File: config.mk
export PLATFORM = sky130hd
export DESIGN_NAME = url_percent_decoder
export DESIGN_NICKNAME = d
export VERILOG_FILES = /design/src/sv/upd_pkg.sv /design/src/sv/upd_decode.sv /design/src/sv/url_percent_decoder.sv
export VERILOG_INCLUDE_DIRS = /design/src /design/src/sv
export SDC_FILE = /design/constraint.sdc
export NUM_CORES = 1
export LEC_CHECK = 0
export ABC_AREA = 0
export BUFFER_PORTS_ARGS = -buffer_cell sky130_fd_sc_hd__buf_2
export CORE_UTILIZATION = 49
export DETAILED_ROUTE_END_ITERATION = 12
export PLACE_DENSITY = 0.73
export SLEW_MARGIN = 25
export SYNTH_ARGS = -nofsm -noshare
export SYNTH_HDL_FRONTEND = slang
export SYNTH_HIERARCHICAL = 1
export SYNTH_SLANG_ARGS = --single-unit
File: constraint.sdc
create_clock -name clock -period 2.3 [get_ports clock]
set_input_delay 0.46 -clock clock [delete_from_list [all_inputs] [get_ports clock]]
set_output_delay 0.46 -clock clock [all_outputs]
set_load 0.01 [all_outputs]
File: src/sv/assert_macros.svh
// Assertion macros shared by the URL percent decoder RTL.
`ifndef ASSERT_MACROS_SVH
`define ASSERT_MACROS_SVH

// Same-cycle implication, checked at every rising clock edge outside reset.
`define ASSERT_IMPLIES(label, clk, rst, pre, post) \
   label: assert property (@(posedge clk) disable iff (rst) (pre) |-> (post)) \
      else $error("assertion failed: same-cycle implication");

// Next-cycle implication.
`define ASSERT_NEXT(label, clk, rst, pre, post) \
   label: assert property (@(posedge clk) disable iff (rst) (pre) |=> (post)) \
      else $error("assertion failed: next-cycle implication");

`endif

File: src/sv/upd_pkg.sv
// Package of the URL percent decoder: characters, types and hex digit decode.
`default_nettype none

package upd_pkg;

   localparam int unsigned BYTE_W = 8;
   localparam int unsigned NIBBLE_W = 4;

   localparam logic [BYTE_W-1:0] CHAR_PERCENT = 8'h25;
   localparam logic [BYTE_W-1:0] CHAR_PLUS    = 8'h2B;
   localparam logic [BYTE_W-1:0] CHAR_SPACE   = 8'h20;
   localparam logic [BYTE_W-1:0] CHAR_ZERO    = 8'h30;
   localparam logic [BYTE_W-1:0] CHAR_NINE    = 8'h39;
   localparam logic [BYTE_W-1:0] CHAR_LOW_A   = 8'h61;
   localparam logic [BYTE_W-1:0] CHAR_LOW_F   = 8'h66;
   localparam logic [BYTE_W-1:0] CHAR_UP_A    = 8'h41;
   localparam logic [BYTE_W-1:0] CHAR_UP_F    = 8'h46;
   localparam logic [BYTE_W-1:0] DIGIT_TEN    = 8'd10;
   localparam logic [BYTE_W-1:0] BAD_ESCAPE   = 8'hFF;

   // Decoder result for one request.
   typedef struct packed {
      logic              present;
      logic [BYTE_W-1:0] data;
      logic              data_valid;
      logic              last;
   } upd_result_type;

   // Decoder status seen by the top level.
   typedef struct packed {
      logic idle;
   } upd_status_type;

   // Hex digit decode: bit 4 set when the character is not a hex digit.
   function automatic logic [NIBBLE_W:0] hex_value(input logic [BYTE_W-1:0] c);
      logic [BYTE_W-1:0] diff;
      diff = '0;
      if (c >= CHAR_ZERO && c <= CHAR_NINE) begin
         diff = c - CHAR_ZERO;
         return {1'b0, diff[NIBBLE_W-1:0]};
      end else if (c >= CHAR_LOW_A && c <= CHAR_LOW_F) begin
         diff = c - CHAR_LOW_A + DIGIT_TEN;
         return {1'b0, diff[NIBBLE_W-1:0]};
      end else if (c >= CHAR_UP_A && c <= CHAR_UP_F) begin
         diff = c - CHAR_UP_A + DIGIT_TEN;
         return {1'b0, diff[NIBBLE_W-1:0]};
      end
      return {1'b1, {NIBBLE_W{1'b0}}};
   endfunction

endpackage

`default_nettype wire

File: src/sv/upd_decode.sv
// Escape state machine and byte decode of the URL percent decoder.
`default_nettype none

module upd_decode (
   input  wire logic                         clock,
   input  wire logic                         reset,
   input  wire logic [upd_pkg::BYTE_W-1:0]   in_data,
   input  wire logic                         in_last,
   input  wire logic                         step,
   output upd_pkg::upd_result_type           result,
   output upd_pkg::upd_status_type           status
);

   typedef enum logic [2:0] {
      PH_IDLE = 3'b001,
      PH_HIGH = 3'b010,
      PH_LOW  = 3'b100
   } phase_type;

   phase_type                        phase_ff, phase_in;
   logic [upd_pkg::NIBBLE_W-1:0]     nibble_ff, nibble_in;
   logic [upd_pkg::NIBBLE_W:0]       digit;
   logic                             have;
   logic [upd_pkg::BYTE_W-1:0]       value;

   assign digit = upd_pkg::hex_value(in_data);

   always_comb begin
      phase_in  = PH_IDLE;
      nibble_in = nibble_ff;
      have      = 1'b0;
      value     = '0;
      unique case (phase_ff)
         PH_HIGH: begin
            nibble_in = digit[upd_pkg::NIBBLE_W] ? '1 : digit[upd_pkg::NIBBLE_W-1:0];
            phase_in  = PH_LOW;
         end
         PH_LOW: begin
            have  = 1'b1;
            value = digit[upd_pkg::NIBBLE_W] ? upd_pkg::BAD_ESCAPE
                                             : {nibble_ff, digit[upd_pkg::NIBBLE_W-1:0]};
         end
         default: begin
            if (in_data == upd_pkg::CHAR_PERCENT) begin
               phase_in = PH_HIGH;
            end else if (in_data == upd_pkg::CHAR_PLUS) begin
               have  = 1'b1;
               value = upd_pkg::CHAR_SPACE;
            end else begin
               have  = 1'b1;
               value = in_data;
            end
         end
      endcase
      if (in_last) begin
         phase_in  = PH_IDLE;
         nibble_in = '0;
      end
   end

   always_ff @(posedge clock) begin
      if (reset) begin
         phase_ff  <= PH_IDLE;
         nibble_ff <= '0;
      end else if (step) begin
         phase_ff  <= phase_in;
         nibble_ff <= nibble_in;
      end
   end

   assign result.present    = have | in_last;
   assign result.data       = value;
   assign result.data_valid = have;
   assign result.last       = in_last;
   assign status.idle       = (phase_ff == PH_IDLE);

endmodule

`default_nettype wire

File: src/sv/url_percent_decoder.sv
// Top level of the URL percent decoder: request register, decode and response register.
`default_nettype none
`include "assert_macros.svh"

// URL percent decoder. Takes one encoded character per request and returns
// decoded bytes: '+' becomes a space, "%hh" becomes one byte, anything else
// passes through. The request marked last always yields a response with
// rsp_out_last set; rsp_byte_valid tells whether it also carries a byte.
// Takes one request per cycle unless req_stall is high. A request passes
// the request register, the single decode stage and the response register
// before its response appears. '%' and the high hex digit of an escape
// give no response unless last. rsp_stall holds the response register
// and, once the request register is full behind it, raises req_stall.

module url_percent_decoder (
   input  wire logic                       clock,
   input  wire logic                       reset,
   input  wire logic                       req_valid,
   output logic                            req_stall,
   input  wire logic [upd_pkg::BYTE_W-1:0] req_in_byte,
   input  wire logic                       req_in_last,
   output logic                            rsp_valid,
   input  wire logic                       rsp_stall,
   output logic [upd_pkg::BYTE_W-1:0]      rsp_out_byte,
   output logic                            rsp_byte_valid,
   output logic                            rsp_out_last
);

   logic                         s1_valid_ff, s1_valid_in;
   logic [upd_pkg::BYTE_W-1:0]   s1_data_ff;
   logic                         s1_last_ff;
   logic                         out_valid_ff, out_valid_in;
   logic [upd_pkg::BYTE_W-1:0]   out_data_ff;
   logic                         out_dvalid_ff;
   logic                         out_last_ff;
   logic                         out_free;
   logic                         consume;
   logic                         req_take;
   upd_pkg::upd_result_type      dec_result;
   upd_pkg::upd_status_type      dec_status;

   upd_decode u_decode (
      .clock   (clock),
      .reset   (reset),
      .in_data (s1_data_ff),
      .in_last (s1_last_ff),
      .step    (consume),
      .result  (dec_result),
      .status  (dec_status)
   );

   assign out_free  = !out_valid_ff || !rsp_stall;
   assign consume   = s1_valid_ff && (!dec_result.present || out_free);
   assign req_stall = s1_valid_ff && !consume;
   assign req_take  = req_valid && !req_stall;

   always_comb begin
      s1_valid_in = s1_valid_ff;
      if (req_take) begin
         s1_valid_in = 1'b1;
      end else if (consume) begin
         s1_valid_in = 1'b0;
      end
      out_valid_in = out_valid_ff;
      if (consume && dec_result.present) begin
         out_valid_in = 1'b1;
      end else if (out_free) begin
         out_valid_in = 1'b0;
      end
   end

   always_ff @(posedge clock) begin
      if (reset) begin
         s1_valid_ff  <= 1'b0;
         out_valid_ff <= 1'b0;
      end else begin
         s1_valid_ff  <= s1_valid_in;
         out_valid_ff <= out_valid_in;
      end
   end

   always_ff @(posedge clock) begin
      if (req_take) begin
         s1_data_ff <= req_in_byte;
         s1_last_ff <= req_in_last;
      end
      if (consume && dec_result.present) begin
         out_data_ff   <= dec_result.data;
         out_dvalid_ff <= dec_result.data_valid;
         out_last_ff   <= dec_result.last;
      end
   end

   assign rsp_valid      = out_valid_ff;
   assign rsp_out_byte   = out_data_ff;
   assign rsp_byte_valid = out_dvalid_ff;
   assign rsp_out_last   = out_last_ff;

   // A response with no byte only closes a string.
   `ASSERT_IMPLIES(a_empty_is_last, clock, reset,
      rsp_valid && !rsp_byte_valid, rsp_out_last && rsp_out_byte == '0)
   // The decoder leaves any escape once the last request is decoded.
   `ASSERT_NEXT(a_last_clears_escape, clock, reset,
      consume && s1_last_ff, dec_status.idle)
   // A full response register that is stalled never takes a new result.
   `ASSERT_IMPLIES(a_no_overwrite, clock, reset,
      out_valid_ff && rsp_stall, !(consume && dec_result.present))

endmodule

`default_nettype wire
==> impl_metrics.py <==
metrics = {
    "sta": {
        "rsz0062_at_grt": "yes",
        "worst_slew_pin_slew_ps": 437,
        "setup_ws_ps": -119,
        "timing.final.crit_share": 1.05,
        "timing.setup.tns_ps": -192,
        "max_freq_mhz": 413,
        "slew_viol_final": 0,
        "maxSlewHeadroom": 0.708,
        "setup_violations": 3,
        "hold_viol": 0,
        "fin_crit_ps": 2420,
        "finClkSkew_ps": 6.00,
    },
    "pwr": {
        "pwr-share-comb": 0.121,
        "p_clk_frac": 0.292,
        "swShare": 0.230,
        "power.density_mw_per_mm2": 550,
        "p_switching_uw": 225,
        "power_frac_seq": 0.587,
        "ir_drop_mv": 0.454,
        "p_int_uw": 750,
        "leakage_nw": 0.730,
    },
    "placed_design": {
        "routabilityCongestion": 0.888,
        "portBuffers": 24,
        "hpwl_um": 1840,
        "preCtsSetupSlack_ps": 18.4,
    },
    "floorplanning": {
        "die_x_um": 54.8,
        "rows": 18,
        "die_area_mm2": 0.00300,
        "core_mm2": 0.00254,
        "initial_core_util": 0.537,
        "die_height_um": 54.8,
        "ioPinCount": 25,
    },
    "global_routing": {
        "grtUsageTotal": 0.194,
        "grt_max_degree": 17,
        "overflow": 0,
        "grt_pass1_wl_um": 4010,
        "grt_pass1_vias": 949,
        "antenna_found_initial": 0,
    },
    "detailed_routing": {
        "post_drt_wl_per_cell_um": 14.5,
        "drt.antenna.violating_nets": 0,
        "drcViolationCount": 0,
        "via_count": 1093,
        "firstDrtPassIters": 4,
        "vias_per_cell": 5.66,
        "route.final.wire_length_um": 2790,
        "first_iter_violations": 28,
    },
    "critical_path": {
        "slowest_delay_ps": 440,
        "worst_ep_arrival_time_ps": 1960,
        "worst-path-buf-inv": 3,
        "worstPathCellList": "inv_2 > ha_4 > and3b_2 > nand2_2 > a21o_1 > or2_1 > nand4_1 > inv_1 > buf_2",
        "crit_fanout": 2,
        "slowest_stage": "edfxtp_1",
        "critPathKind": "reg2out",
        "reg2reg_slack_ps": -40,
        "end_kind": "output pin",
        "cp-start-kind": "register",
        "critPathRequiredTime_ps": 1840,
        "cp_top_family": "simple AND/OR/NAND/NOR gates",
    },
    "layout": {
        "antenna_cells": 0,
        "drive_gt1_frac": 0.417,
        "area_delta_synth_final_pct": 29.7,
        "nets": 180,
    },
    "clock_tree": {
        "cts_buffers": 3,
        "htree_levels": 1,
        "clk_latency_ps": 340,
        "cts_tree": "built",
        "clk_pin_slew_ps": 150,
        "numClockSinks": 28,
        "root_buffer": "clkbuf_4",
        "cts.path.max_buffers": 2,
        "cts_hold_buf": 0,
    },
    "synthesis": {
        "syn-cell-area_mm2": 0.00137,
        "syn_nets": 134,
        "yosysWarnings": 6,
        "syn_inst": 118,
        "synth_area_per_cell_um2": 11.6,
    },
    "run_status": {
        "violations": "negative setup slack",
        "outcome": "finished with violations",
    },
    "hold_path": {
        "hold_path_class": "in2reg",
    },
    "run": {
        "maxCapViolations": 0,
    },
}
[worst paths after layout]
path	to	from	depth (start not counted)
max	req_stall	s1_data_ff[1]	9
min	s1_data_ff[6]	req_in_byte[6]	1
max reg2reg	u_decode/nibble_ff[1]	s1_data_ff[1]	11
min reg2reg	u_decode/phase_ff[1]	u_decode/phase_ff[1]	2
[timing repair]
action                                  CTS  global route
pin swaps                                 5             7
buffers inserted                          8             4
hold endpoints to repair                  0             0
endpoints found under the setup margin    7            27
gates cloned                              0             0
gates resized for setup                   6             8
[cell usage in the layout, fill, tap and decap left out, drive strengths merged, types with 3 or more instances in the layout]
cell / count
a21oi: 12
a22o: 3
buf: 47
clkbuf: 4
dfxtp: 9
edfxtp: 19
ha: 3
inv: 8
nand2: 12
nor2: 4
o21ai: 7
[per-layer routing]
metal / up-vias / track usage / part of all wire
li1: 523 / - / -
met1: 521 / 0.230 / 0.43
met2: 41 / 0.327 / 0.50
met3: 8 / 0.0361 / 0.047
met4: 0 / 0.107 / 0.027
met5: - / 0 / 0
[sequential cells by signal (all words and copies together), names as in the netlist]
| register | count |
|---|---|
| rsp_out_byte | 8 |
| s1_data_ff | 8 |
| u_decode/nibble_ff | 4 |
| u_decode/phase_ff | 3 |
| rsp_byte_valid | 1 |
| rsp_out_last | 1 |
| rsp_valid | 1 |
| s1_last_ff | 1 |
| s1_valid_ff | 1 |
[layout make-up]
class,instances,area (um2)
clock buffers,4,47.5
fillers,189,773
repair buffers,47,293
inverters,8,30.0
well taps,30,37.5
multi-input cells,76,613
flip-flops and latches,28,751
[per-stage QoR]
step	area [um2]	hold WS, ps	power, mW	utilization	std cells
floorplan	1390	443	0.641	-	118
global placement	1590	469	0.680	0.625	177
detailed placement	1590	486	0.683	0.625	177
CTS	1710	275	0.968	0.674	189
global route	1770	258	1.01	0.696	193
finish	1770	278	0.974	0.696	193
[worst register-to-register path: cells and delay by family (launching register included)]
kind	cells	cell delay, ps
buffers and inverters	2	240
AO/OA/AOI/OAI	4	780
flip-flops	1	440
adder cells (fa/ha/maj)	1	130
AND/OR/NAND/NOR	4	660
[power by group through the flow]
| stage | logic [mW] | registers, mW | clock network, mW |
|---|---|---|---|
| after floorplan | 0.0481 | 0.593 | 0 |
| after global placement | 0.0986 | 0.581 | 0 |
| after detailed placement | 0.101 | 0.582 | 0 |
| after CTS | 0.109 | 0.571 | 0.288 |
| after global routing | 0.128 | 0.575 | 0.309 |
| final | 0.118 | 0.572 | 0.285 |
(Power assumes the default switching activity.)
